`src/sv/pps_pkg.sv`:
```
// pps_pkg: shared types, constants and tables for the pure pursuit steering block
// no dependencies; imported by every module of the block
package pps_pkg;

  localparam int POSITION_WIDTH = 32;
  localparam int ANGLE_WIDTH    = 16;
  localparam int INDEX_WIDTH    = 10;
  localparam int TABLE_DEPTH_DEF = 1024;

  // derived internal widths
  localparam int YQW = ANGLE_WIDTH + 3;      // yaw in Q16
  localparam int XRW = POSITION_WIDTH + 2;   // rear axle point
  localparam int EW  = POSITION_WIDTH + 3;   // waypoint minus rear axle
  localparam int VW  = POSITION_WIDTH + 5;   // cordic x/y datapath
  localparam int ZW  = 22;                   // cordic angle datapath, Q16
  localparam int ITERS = 16;
  localparam int IT_W  = 4;

  localparam int QUEUE_DEPTH = 4;
  localparam int QPW = 2;
  localparam int QCW = 3;

  localparam logic signed [ZW-1:0] PI_Q16      = 22'sd205887;
  localparam logic signed [ZW-1:0] HALF_PI_Q16 = 22'sd102944;
  localparam logic signed [ZW-1:0] TWO_PI_Q16  = 22'sd411775;
  localparam logic signed [VW-1:0] CORDIC_K_Q30 = 37'sd652032875;
  localparam logic signed [14:0]   STEER_MAX   = 15'sd12868;

  typedef enum logic {
    CMD_LOAD = 1'b0,
    CMD_POSE = 1'b1
  } pps_cmd_t;

  typedef enum logic [1:0] {
    CFG_LOOKAHEAD = 2'd0,
    CFG_WHEELBASE = 2'd1,
    CFG_SPEED     = 2'd2,
    CFG_COUNT     = 2'd3
  } pps_cfg_idx_t;

  typedef struct packed {
    logic                             cmd;
    logic [INDEX_WIDTH-1:0]           waypoint_index;
    logic signed [POSITION_WIDTH-1:0] pos_x;
    logic signed [POSITION_WIDTH-1:0] pos_y;
    logic signed [ANGLE_WIDTH-1:0]    yaw;
    logic [INDEX_WIDTH-1:0]           closest_index;
  } pps_in_t;

  typedef struct packed {
    logic signed [14:0]     steer_cmd;
    logic signed [15:0]     speed_cmd;
    logic [INDEX_WIDTH-1:0] lookahead_index;
  } pps_out_t;

  // classified item handed from front to back
  typedef struct packed {
    logic                             is_pose;
    logic [INDEX_WIDTH-1:0]           waddr;
    logic signed [POSITION_WIDTH-1:0] pos_x;
    logic signed [POSITION_WIDTH-1:0] pos_y;
    logic signed [YQW-1:0]            yaw_q16;
    logic [INDEX_WIDTH-1:0]           start_idx;
  } pps_item_t;

  typedef struct packed {
    logic start;
    logic vec;
  } pps_cordic_req_t;

  typedef struct packed {
    logic busy;
    logic done;
  } pps_cordic_sts_t;

  // arctangent table, Q16 radians
  function automatic logic signed [ZW-1:0] atan_q16(input logic [IT_W-1:0] i);
    logic signed [ZW-1:0] r;
    case (i)
      4'd0:    r = 22'sd51472;
      4'd1:    r = 22'sd30386;
      4'd2:    r = 22'sd16055;
      4'd3:    r = 22'sd8150;
      4'd4:    r = 22'sd4091;
      4'd5:    r = 22'sd2047;
      4'd6:    r = 22'sd1024;
      4'd7:    r = 22'sd512;
      4'd8:    r = 22'sd256;
      4'd9:    r = 22'sd128;
      4'd10:   r = 22'sd64;
      4'd11:   r = 22'sd32;
      4'd12:   r = 22'sd16;
      4'd13:   r = 22'sd8;
      4'd14:   r = 22'sd4;
      4'd15:   r = 22'sd2;
      default: r = 22'sd0;
    endcase
    return r;
  endfunction

endpackage

```
`src/sv/pps_front.sv`:
```
// pps_front: accepts input beats, classifies them and queues them for the back end
// depends on pps_pkg
module pps_front
  import pps_pkg::*;
(
  input  logic            clk,
  input  logic            rst_n,
  input  logic            in_valid,
  output logic            in_ready,
  input  pps_in_t         in_data,
  output logic            q_valid,
  input  logic            q_ready,
  output pps_item_t       q_data,
  output logic [QCW-1:0]  q_count
);

  pps_item_t        q_mem_r [QUEUE_DEPTH];
  logic [QPW-1:0]   wr_ptr_r, rd_ptr_r;
  logic [QCW-1:0]   cnt_r;
  pps_item_t        item;
  logic             push, pop;

  // classify: load or pose, start index clamped at zero, yaw to Q16
  always_comb begin
    item.is_pose   = (in_data.cmd == CMD_POSE);
    item.waddr     = in_data.waypoint_index;
    item.pos_x     = in_data.pos_x;
    item.pos_y     = in_data.pos_y;
    item.yaw_q16   = $signed({in_data.yaw, 3'b000});
    item.start_idx = (in_data.closest_index != '0) ?
                     in_data.closest_index - INDEX_WIDTH'(1) : '0;
  end

  assign in_ready = (cnt_r != QCW'(QUEUE_DEPTH));
  assign q_valid  = (cnt_r != '0);
  assign push     = in_valid && in_ready;
  assign pop      = q_valid && q_ready;
  assign q_data   = q_mem_r[rd_ptr_r];
  assign q_count  = cnt_r;

  // queue pointers and fill level
  always_ff @(posedge clk) begin
    if (!rst_n) begin
      wr_ptr_r <= '0;
      rd_ptr_r <= '0;
      cnt_r    <= '0;
    end else begin
      if (push) wr_ptr_r <= wr_ptr_r + QPW'(1);
      if (pop)  rd_ptr_r <= rd_ptr_r + QPW'(1);
      cnt_r <= cnt_r + QCW'(push) - QCW'(pop);
    end
  end

  // queue storage
  always_ff @(posedge clk) begin
    if (push) q_mem_r[wr_ptr_r] <= item;
  end

endmodule

```
`config.mk`:
```
export PLATFORM = sky130hd
export DESIGN_NAME = pps_front
export DESIGN_NICKNAME = d
export VERILOG_FILES = /design/src/sv/pps_pkg.sv /design/src/sv/pps_front.sv
export SDC_FILE = /design/constraint.sdc
export NUM_CORES = 1
export LEC_CHECK = 0
export BUFFER_PORTS_ARGS = -buffer_cell sky130_fd_sc_hd__buf_2
export CAP_MARGIN = 20
export CORE_ASPECT_RATIO = 1.5
export CORE_MARGIN = 5
export CORE_UTILIZATION = 50
export DETAILED_ROUTE_END_ITERATION = 12
export GPL_ROUTABILITY_DRIVEN = 1
export GPL_TIMING_DRIVEN = 0
export PLACE_DENSITY = 0.69
export SLEW_MARGIN = 20
export SYNTH_ARGS = -nofsm -noshare
export SYNTH_HDL_FRONTEND = slang
export SYNTH_SLANG_ARGS = --single-unit
```
`constraint.sdc`:
```
create_clock -name clk -period 8.4 [get_ports clk]
set_input_delay 0.42 -clock clk [delete_from_list [all_inputs] [get_ports clk]]
set_output_delay 0.42 -clock clk [all_outputs]
set_load 0.05 [all_outputs]
```
# After elaboration in Yosys (flattened, before gate mapping)
# Memory sizes are Yosys's and may differ from the RTL's. A register that Yosys moved wholly into a read port is not among the register bits.
# Index checks and enable logic that the tools add are counted.
# word_totals
regBits,7
ram_bits,404
inputBits,105
out_inout_bits,109
elab_cells,19
n_memories,1
# op_classes
add_sub_neg,5
eq_ne,1
muxes,5
n_reduce_logical,4
# memory_table
memory,words,word_bits,rd,rd_ports_with_merged_regs,wr,line_no,rtl
q_mem_r,4,101,1,1,1,pps_front.sv:17,pps_item_t q_mem_r [QUEUE_DEPTH];
# ops
op,n
$mux W10,1
$reduce_bool A10 Y1,1
$sub A10 B1 Y10 const B,1
$add A2 B1 Y2 const B,2
$mux W2,2
$add A3 B1 Y3,1
$ne A3 B3 Y1 const B,1
$reduce_bool A3 Y1,1
$sub A3 B1 Y3,1
$logic_and A1 B1 Y1,2
$mux W1,2

# Longest topological paths before layout
# Gate-level depths: netlist of the first run.
# depth
depth_word,4
ltp_mapped,10
ltp_nobuf,9

# Worst setup path after synthesis of the first run
# No wires, ideal clock.
# synth_path
kind,register to register
start,"register cnt_r[1], in the netlist q_count[1]"
end,memory q_mem_r[0][0] (netlist name) (enable)
setup_ns,0.472
arrival_time_ns,3.618
t_required_ns,7.928
slack_ns,4.310
stages_incl_launch_ff,4
n_path_buf,1
period_less_slack_ns,4.090
path_cell_list,dfxtp_1 > or3b_1 > buf_2 > and3_1
# synth_via
elab_chain_cells,4
# synth_rtl
element,line_no,rtl
start: declaration,pps_front.sv:19,logic [QCW-1:0] cnt_r;
start signal: assignment,pps_front.sv:50,cnt_r <= cnt_r + QCW'(push) - QCW'(pop);
$ne A3 B3 Y1,pps_front.sv:34,assign in_ready = (cnt_r != QCW'(QUEUE_DEPTH));
named net in_ready,pps_front.sv:9,"output logic in_ready,"
$logic_and A1 B1 Y1,pps_front.sv:36,assign push = in_valid && in_ready;
$mux W1,pps_front.sv:56,if (push) q_mem_r[wr_ptr_r] <= item;
$mux W1 (not written as such),pps_front.sv:56,
end: declaration,pps_front.sv:17,
# The timed path passes the listed nets, and every way through them passes these cells.

==> impl_results.md, run 1 <==
- Total number of vias: 7073
- Critical path's largest stage delay: 630 ps
- Commonest cells after routing, fill and taps aside: 404 x edfxtp_1, 222 x buf_2, 101 x mux4_2
- Avg Inst Size Synth: approximately 25 um2
- RSZ-0062 raised after global routing: no
- CTS Buf Count: 38
- CP most frequent cell: buf_2
- P_leak: 6.10 nW
- Power Density: 327 mW/mm2
- DRT Pass-1 Iters: 4
- Ys Warns: 0
- Max H-tree Level: 2
- Reg clk slew, reported paths: 60 ps
- Layout area overhead: 19.0%
- Num rows: 78
- Core area: 0.0303 mm2
- Min Tclk post-route: about 2900 ps
- Routed WL: 28.6 mm
- Clock Sinks: 413
- Die width: roughly 150 um
- Reg2Reg Launch Point: q_count[2]
- Top delay family on crit path: buffers and inverters
- DP HPWL: roughly 18 mm
- Clock skew: 19.5 ps
- Synth Area in Compound Gates: 0.00598
- Synth Cell Area: 0.0153 mm2
- Post-synth EDFFs: 404
- GRT overflow: 0
- Buffers plus inverters on the worst setup path: 3
- Final Hold Vio Count: 0
- Critical Path Stages: 4
- Hold endpoint: q_mem_r[1][24]
- Hold depth: 1
- CP arrival: 2440 ps
- Maximum vdd drop: 231 uV
- Hold_buf cts: 0
- Die area: 0.0342 mm2
- Vias per cell: 5.42
- R2R setup slack: 6090 ps
- R2r endpoint: q_count[2]
- Layout cells sized above 1: 0.436
- Max_slew headroom: 0.491
- Synth Area in XOR/XNOR: 0.00344
- Max Fclk: 349 MHz
- Commonest non-fill, non-tap cell in the layout: edfxtp_1
- Post-synthesis sequential area ratio: 0.806
- Residual DRC: 0
- Nets: about 990
- Synth Instances: 619
- TritonCTS clock tree: done
- Starting Density: 0.505
- First-pass GRT wire length: 44.1 mm
- Top FF cell, synth: edfxtp_1
- CP required: approximately 8000 ps
- Largest net degree at the start of global routing: 43
- Worst setup EP type: primary output
- R2r worst-path depth: 10
- Mux cell area share after synthesis: 0.152
- Gpl congestion: 0.743
- Worst slew pin tran: 764 ps
- Pins over their slew limit: 0
- Setup TNS: 0 ps
- Postcts setup bufs: 0
- Root cell of the clock tree: clkbuf_16
- Critical path's slowest cell: buf_1
- CP Launch Type: flop
- Post-synthesis register bit count: 413
- Die height: 224 um
- Later-pin clock latency in the skew report: 530 ps
- Ys async rst share: 0
- Final ANT Viol Nets: 0
- Final Setup Violations: 0
- GRT Total Usage: 0.168
- DRT iter0 DRCs: 308
- Worst Path Max Fanout: 10
- Post-CTS resize count: 0
- Status: finished clean
- Vias in the first global route: 7632
- Hold crit path type: input pin to flop
- Critical Path, Cell by Cell: buf_2, buf_1, mux4_2, buf_2
- Hold_sp: in_data[24]
- Initial antenna violation count: 4
- WS Path Type: flop to primary output
- Combinational family with the most area after synthesis: multiplexers
- Max cap viols: 0
- Synth Area in Adders: 0.00705
- IO buf count: 209
- Simple-gate share of the synthesized area: 0.0143
- DR WL/cell: 21.9 um
- Cells after DPL: between 1000 and 1500
- Synth cell types: 39
- Period Utilization, post-route: 0.341
- IO Pins: 214
- CTS max path bufs: 3
- Final non-filler cell total: 1306
routing by layer:
metal / share of wire / track usage / vias up
li1: - / - / 3151
met1: 0.38 / 0.205 / 3663
met2: 0.54 / 0.297 / 194
met3: 0.057 / 0.0388 / 59
met4: 0.025 / 0.0555 / 6
met5: 0.0012 / 0 / -
kinds of logic after synthesis:
kind of cell,count (synthesis)
AOI/OAI and AO/OA,13
xor gates and xnor gates,6
adders and majority gates,8
buffers and inverters,37
DFF,413
muxes,105
other,1
and+or+nand+nor,36
how the worst max path moves through the flow:
stage                           from             end  slack [ps]
final                           flop      q_data[88]        5540
after global routing            flop      q_data[84]        5420
after CTS                       flop      q_data[86]        5490
after detailed placement        flop      q_data[86]        6060
after global placement      in_valid  q_mem_r[1][17]        2820
after floorplan           q_count[1]   q_mem_r[0][0]        4310
registers in the layout, indices dropped and copies added (netlist names), named ones only:
register  count
q_mem_r     404
wr_ptr_r      2
q_count       3
rd_ptr_r      2
metrics by stage:
| step | setup WS (ps) | hold slack, ps | util | power [W] | area [um2] |
|---|---|---|---|---|---|
| final | 5540 | 96.7 | 0.601 | 0.00595 | 18200 |
| after detailed placement | 6060 | 513 | 0.563 | 0.00444 | 17000 |
| after global routing | 5420 | 72.7 | 0.601 | 0.00619 | 18200 |
| after CTS | 5490 | 63.9 | 0.601 | 0.00603 | 18200 |
| after global placement | 2820 | 510 | 0.556 | 0.00444 | 16800 |
| after floorplan | 4310 | 485 | - | 0.00399 | 15300 |
where the power goes:
group          internal, W  switching (W)  leakage [nW]
combinational     0.000558        0.00129          1.77
clock             0.000887       0.000697         0.556
sequential         0.00247      0.0000442          3.77
synth_stat cells (all sizes together), types with 2 or more instances:
| cell type | n | area, um2 |
|---|---|---|
| nor2 | 10 | 37.5 |
| and3 | 4 | 25.0 |
| nor3 | 3 | 15.0 |
| dfxtp | 9 | 180 |
| nand2 | 2 | 7.51 |
| ha | 7 | 87.6 |
| mux4 | 101 | 2270 |
| and2 | 3 | 18.8 |
| a21oi | 4 | 20.0 |
| buf | 26 | 125 |
| mux2 | 3 | 33.8 |
| a21o | 2 | 15.0 |
| inv | 10 | 37.5 |
| xnor2 | 5 | 43.8 |
| edfxtp | 404 | 12100 |
| nor3b | 2 | 15.0 |
| nor2b | 2 | 12.5 |
| nand3 | 3 | 15.0 |
area by class of cell:
class,instances,area [um2]
Tap cell,400,500
Timing Repair Buffer,217,1240
Multi-Input combinational cell,171,2820
Inverter,10,37.5
Fill cell,2216,12100
Antenna cell,1,2.50
Buffer,27,129
Clock buffer,50,1020
Sequential cell,413,12300
Clock inverter,17,126
Power figures use the tool's default switching activity.
==> run 2, diff against run 1 <==
PLACE_DENSITY = 0.72   (was 0.69)
clock period = 2.4 ns   (was 8.4 ns; I/O delays follow)
==> run 2 against run 1 <==
Non-clock buffer count increased by 96. First-iteration DRC count fell by 7.8%. Global-route usage rose by 1.0 points. Clock power grew to 3.9 times the previous value. Design area is 6.5% higher. Sequential power grew to 3.5 times the previous value. Sequential share of layout area decreased by 4.1 points. Utilization is 3.9 points higher. Critical endpoint is now q_count[2]. Largest cell class unchanged. Largest power group unchanged.
==> impl_results.md, run 2 (synthesis gave the netlist of run 1 again) <==
- GRT overflow: 0
- Total number of vias: 7415
- Hold depth: 4
- IO Pins: 214
- DRT iter0 DRCs: between 200 and 300
- First-pass GRT wire length: 47.2 mm
- TritonCTS clock tree: done
- Residual DRC: 0
- P_leak: 6.63 nW
- Commonest non-fill, non-tap cell in the layout: edfxtp_1
- Status: finished clean
- Clock skew: 16.7 ps
- Largest net degree at the start of global routing: 47
- Period Utilization, post-route: 0.966
- CP most frequent cell: ha_1
- Postcts setup bufs: 0
- GRT Total Usage: 0.178
- Vias in the first global route: between 8000 and 9000
- Clk network pwr share: 0.286
- CP Launch Type: flop
- Clock Sinks: about 410
- Later-pin clock latency in the skew report: 520 ps
- Gpl congestion: 0.730
- Commonest cells after routing, fill and taps aside: 404 x edfxtp_1, 220 x buf_2, 101 x mux4_2
- Reg clk slew, reported paths: 60 ps
- Final non-filler cell total: 1401
- Critical Path, Cell by Cell: or3b_1, buf_6, nand2_1, ha_1, inv_1, ha_1, fa_2, xnor2_2, xnor2_1, and2_1
- Final Setup Violations: 0
- Nets: 1087
- Worst setup EP type: flop
- CP required: 2810 ps
- Worst Path Max Fanout: 10
- Final Hold Vio Count: 0
- Net switching power: 0.00722 W
- Die height: 224 um
- Initial antenna violation count: 1
- Max_slew headroom: 0.553
- Num rows: 78
- Cell internal pwr: 0.0145 W
- Layout cells sized above 1: 0.415
- Max Fclk: approximately 430 MHz
- Max H-tree Level: 2
- Root cell of the clock tree: clkbuf_16
- Setup ws final: around 80 ps
- IO buf count: roughly 210
- Die width: roughly 150 um
- Die area: 0.0342 mm2
- Power Density: 1120 mW/mm2
- Max cap viols: 0
- Worst slew pin tran: approximately 670 ps
- Combinational power share: 0.309
- CTS max path bufs: 3
- DP HPWL: approximately 18 mm
- Critical path's largest stage delay: 390 ps
- DR WL/cell: 21.4 um
- CTS Buf Count: 38
- Min Tclk post-route: 2320 ps
- CP arrival: 2730 ps
- Maximum vdd drop: 1280 uV
- Core area: 0.0303 mm2
- Pins over their slew limit: 0
- Reg with most FFs: q_mem_r
- Setup WS pre-CTS: 79.7 ps
- Layout area overhead: 26.8%
- Max FFs per register: just over 400
- Routed WL: 30.0 mm
- Cells after DPL: 1238
- WS Path Type: flop to flop
- Vias per cell: 5.29
- Sw Ratio: 0.332
- Sequential share of power: 0.405
- DRT Pass-1 Iters: 4
- R2r worst-path depth: 10
- Critical path's slowest cell: fa_2
- RSZ-0062 raised after global routing: yes
- Starting Density: 0.505
- Hold crit path type: input pin to flop
- Final ANT Viol Nets: 0
run 2: worst paths after layout:
path	startpoint	to	slack, ps
worst max-delay path	q_count[2]	q_count[2]	80
worst min-delay path	q_ready	flop	40
worst max register to register	q_count[2]	q_count[2]	80
worst min register to register	rd_ptr_r[1]	flop	530
run 2: critical path: cells and delay by family (launching register included):
| family | cells | cell delay, ps |
|---|---|---|
| AND/OR/NAND/NOR | 3 | 600 |
| adder cells (fa/ha/maj) | 3 | 740 |
| flip-flops | 1 | 380 |
| buffers and inverters | 2 | 210 |
| XOR/XNOR | 2 | 270 |
run 2: layout make-up:
cell class	instances	area, um2
timing repair buffer	313	2210
clock inverter	22	289
multi-input combinational	171	2830
clock buffer	44	995
sequential	413	12300
antenna	1	2.50
fill	2027	10900
inverter	10	37.5
buffer	27	171
tap	400	500
run 2: repair_timing:
action	in CTS	in global routing
resized for setup	19	3
cloned	0	0
setup endpoints to repair	90	28
hold endpoints to repair	385	0
hold buffers	96	0
run 2: per-stage QoR:
stage	area [um2]	utilization	power, W	hold WS [ps]	TNS, ps
floorplan	15300	-	0.0139	219	0
global placement	16900	0.557	0.0154	332	-16260
detailed placement	17100	0.564	0.0156	337	0
CTS	19300	0.639	0.0220	10.5	0
global route	19400	0.640	0.0226	57.8	-239
finish	19400	0.640	0.0217	41.8	0
run 2: metal layers:
layer / GRT usage / part of all wire
met1: 0.212 / 0.38
met2: 0.318 / 0.54
met3: 0.0446 / 0.056
met4: 0.0592 / 0.028
met5: 0 / 0
run 2: power by group through the flow:
stage	registers, W	logic (W)	clock network [W]
6_report	0.00881	0.00671	0.00620
5_1_grt	0.00886	0.00710	0.00667
4_1_cts	0.00881	0.00682	0.00635
3_5_place_dp	0.00896	0.00661	0
3_3_place_gp	0.00895	0.00646	0
2_1_floorplan	0.00898	0.00494	0
==> run 3, diff against run 2 <==
==> constraint.sdc (replaced) <==
create_clock -name clk -period 2.4 [get_ports clk]
set_input_delay 0.36 -clock clk [delete_from_list [all_inputs] [get_ports clk]]
set_output_delay 0.36 -clock clk [all_outputs]
set_load 0.05 [all_outputs]
==> run 3 against run 2 <==
Die area did not move. First-iteration DRC count rose by 7.4%. Register-to-register slack improved by 20 ps. Fmax fell by 0.86%. Largest power group unchanged.
==> impl_results.md, run 3 (synthesis gave the netlist of run 1 again) <==
- GRT overflow: 0
- DRT iter0 DRCs: roughly 300
- Worst slew pin tran: 666 ps
- IO Pins: 214
- Starting Density: 0.505
- Routed WL: 29.5 mm
- Top delay family on crit path: multiplexers
- CTS max path bufs: 3
- TritonCTS clock tree: done
- Hold crit path type: input pin to flop
- Max cap viols: 0
- Met1 usage: 0.206
- CP required: roughly 2000 ps
- CTS Buf Count: 38
- Nets: 996
- Clock Sinks: 413
- Total number of vias: between 7000 and 8000
- CP arrival: 1980 ps
- Critical Path, Cell by Cell: buf_16, buf_12, mux4_2, buf_6
- P_leak: approximately 6.5 nW
- Pins over their slew limit: 0
- Residual DRC: 0
- Worst Path Max Fanout: 10
- Die area: roughly 0.034 mm2
- GRT Total Usage: 0.171
- Commonest cells after routing, fill and taps aside: 404 x edfxtp_1, 124 x buf_2, 101 x mux4_2
- Worst setup EP type: primary output
- Maximum vdd drop: 1280 uV
- Reg clk slew, reported paths: 70 ps
- Die width: 153 um
- Setup WS pre-CTS: 79.7 ps
- Cells after DPL: roughly 1200
- Later-pin clock latency in the skew report: 520 ps
- Final Hold Vio Count: 0
- Max FFs per register: 404
- WS Path Type: flop to primary output
- DR WL/cell: approximately 22 um
- Largest net degree at the start of global routing: 47
- Max Fclk: 428 MHz
- Max H-tree Level: 2
- Vias in the first global route: 7618
- Max_slew headroom: 0.553
- Gpl congestion: roughly 0.73
- Layout area overhead: 25.2%
- Buffers plus inverters on the worst setup path: 3
- M2 GR Usage: 0.304
- CP Launch Type: flop
- Min Tclk post-route: 2340 ps
- Final non-filler cell total: about 1300
- Layout cells sized above 1: 0.462
- Critical path's largest stage delay: 540 ps
- Power Density: 1190 mW/mm2
- Fin Hold WS: around 47 ps
- Hold_sp: in_data[31]
- DRT Pass-1 Iters: 4
- Setup ws final: 61.5 ps
- Met3 Use GR: 0.0454
- Die height: 224 um
- Final ANT Viol Nets: 0
- Period Utilization, post-route: 0.974
- Root cell of the clock tree: clkbuf_16
- DP HPWL: approximately 18 mm
- Status: finished clean
- Vias per cell: 5.38
- IO buf count: between 200 and 250
- Core area: between 0.03 and 0.04 mm2
- Busiest grt layer: met2
- Reg with most FFs: q_mem_r
- RSZ-0062 raised after global routing: yes
- Clock skew: 17.8 ps
- Critical path's slowest cell: mux4_2
- Commonest non-fill, non-tap cell in the layout: edfxtp_1
- First-pass GRT wire length: 44.9 mm
- Final Setup Violations: 0
- Initial antenna violation count: 2
- Reg2Reg Launch Point: q_count[2]
- Num rows: 78
-- run 3: cell count changes in the layout (fill, tap and decap cells not counted), sizes merged --
| cell | previous run | this run |
|---|---|---|
| clkbuf | 45 | 48 |
| buf | 243 | 245 |
| dlygate4sd3 | 96 | 0 |
-- run 3: worst reg2reg max path, delay by kind of cell, from the launching register on --
family | cells | cell delay [ps]
adder cells (fa/ha/maj) | 3 | 760
AND/OR/NAND/NOR | 3 | 570
flip-flops | 1 | 370
XOR/XNOR | 2 | 280
buffers and inverters | 2 | 220
-- run 3: final timing paths --
kind | slack, ps | cells past startpoint | endpoint
setup / recovery | 60 | 4 | q_data[88]
hold / removal | 50 | 1 | q_mem_r[1][31]
setup reg to reg | 100 | 10 | q_count[2]
hold reg to reg | 530 | 2 | rd_ptr_r[1]
-- run 3: report_power, final --
group	switching, W	internal [W]	leakage [nW]	total (W)
Combinational	0.00472	0.00300	2.06	0.00772
Clock	0.00247	0.00373	0.629	0.00620
Sequential	0.000178	0.00865	3.78	0.00882
Total	0.00737	0.0154	6.47	0.0227
-- run 3: per-layer routing --
metal / vias to the layer above / wire length [um]
met5: - / 13
met4: 2 / 627
met3: 42 / 1700
met2: 188 / 16100
met1: 3657 / 11100
li1: 3165 / -
-- run 3: per-stage QoR --
step / power (W) / utilization / TNS [ps] / instance area, um2
after global routing: 0.0236 / 0.632 / -174 / 19100
after detailed placement: 0.0156 / 0.564 / 0 / 17100
after CTS: 0.0225 / 0.621 / -164 / 18800
after floorplan: 0.0139 / - / 0 / 15300
final: 0.0227 / 0.632 / 0 / 19100
after global placement: 0.0154 / 0.557 / -43070 / 16900
-- run 3: final cells by class --
class	count	area, um2
Sequential cell	413	12300
Fill cell	2051	11100
Multi-Input combinational cell	171	2820
Timing Repair Buffer	222	1820
Clock buffer	44	995
Tap cell	400	500
Buffer	27	322
Clock inverter	22	289
Inverter	10	37.5
Antenna cell	1	2.50
-- run 3: what timing repair did --
item	4_1_cts	5_1_grt
endpoints found under the setup margin	92	79
hold buffers	0	0
endpoints found under the hold margin	0	0
cloned	2	2
resized for setup	138	93
setup buffers	1	0
pin swaps	0	0
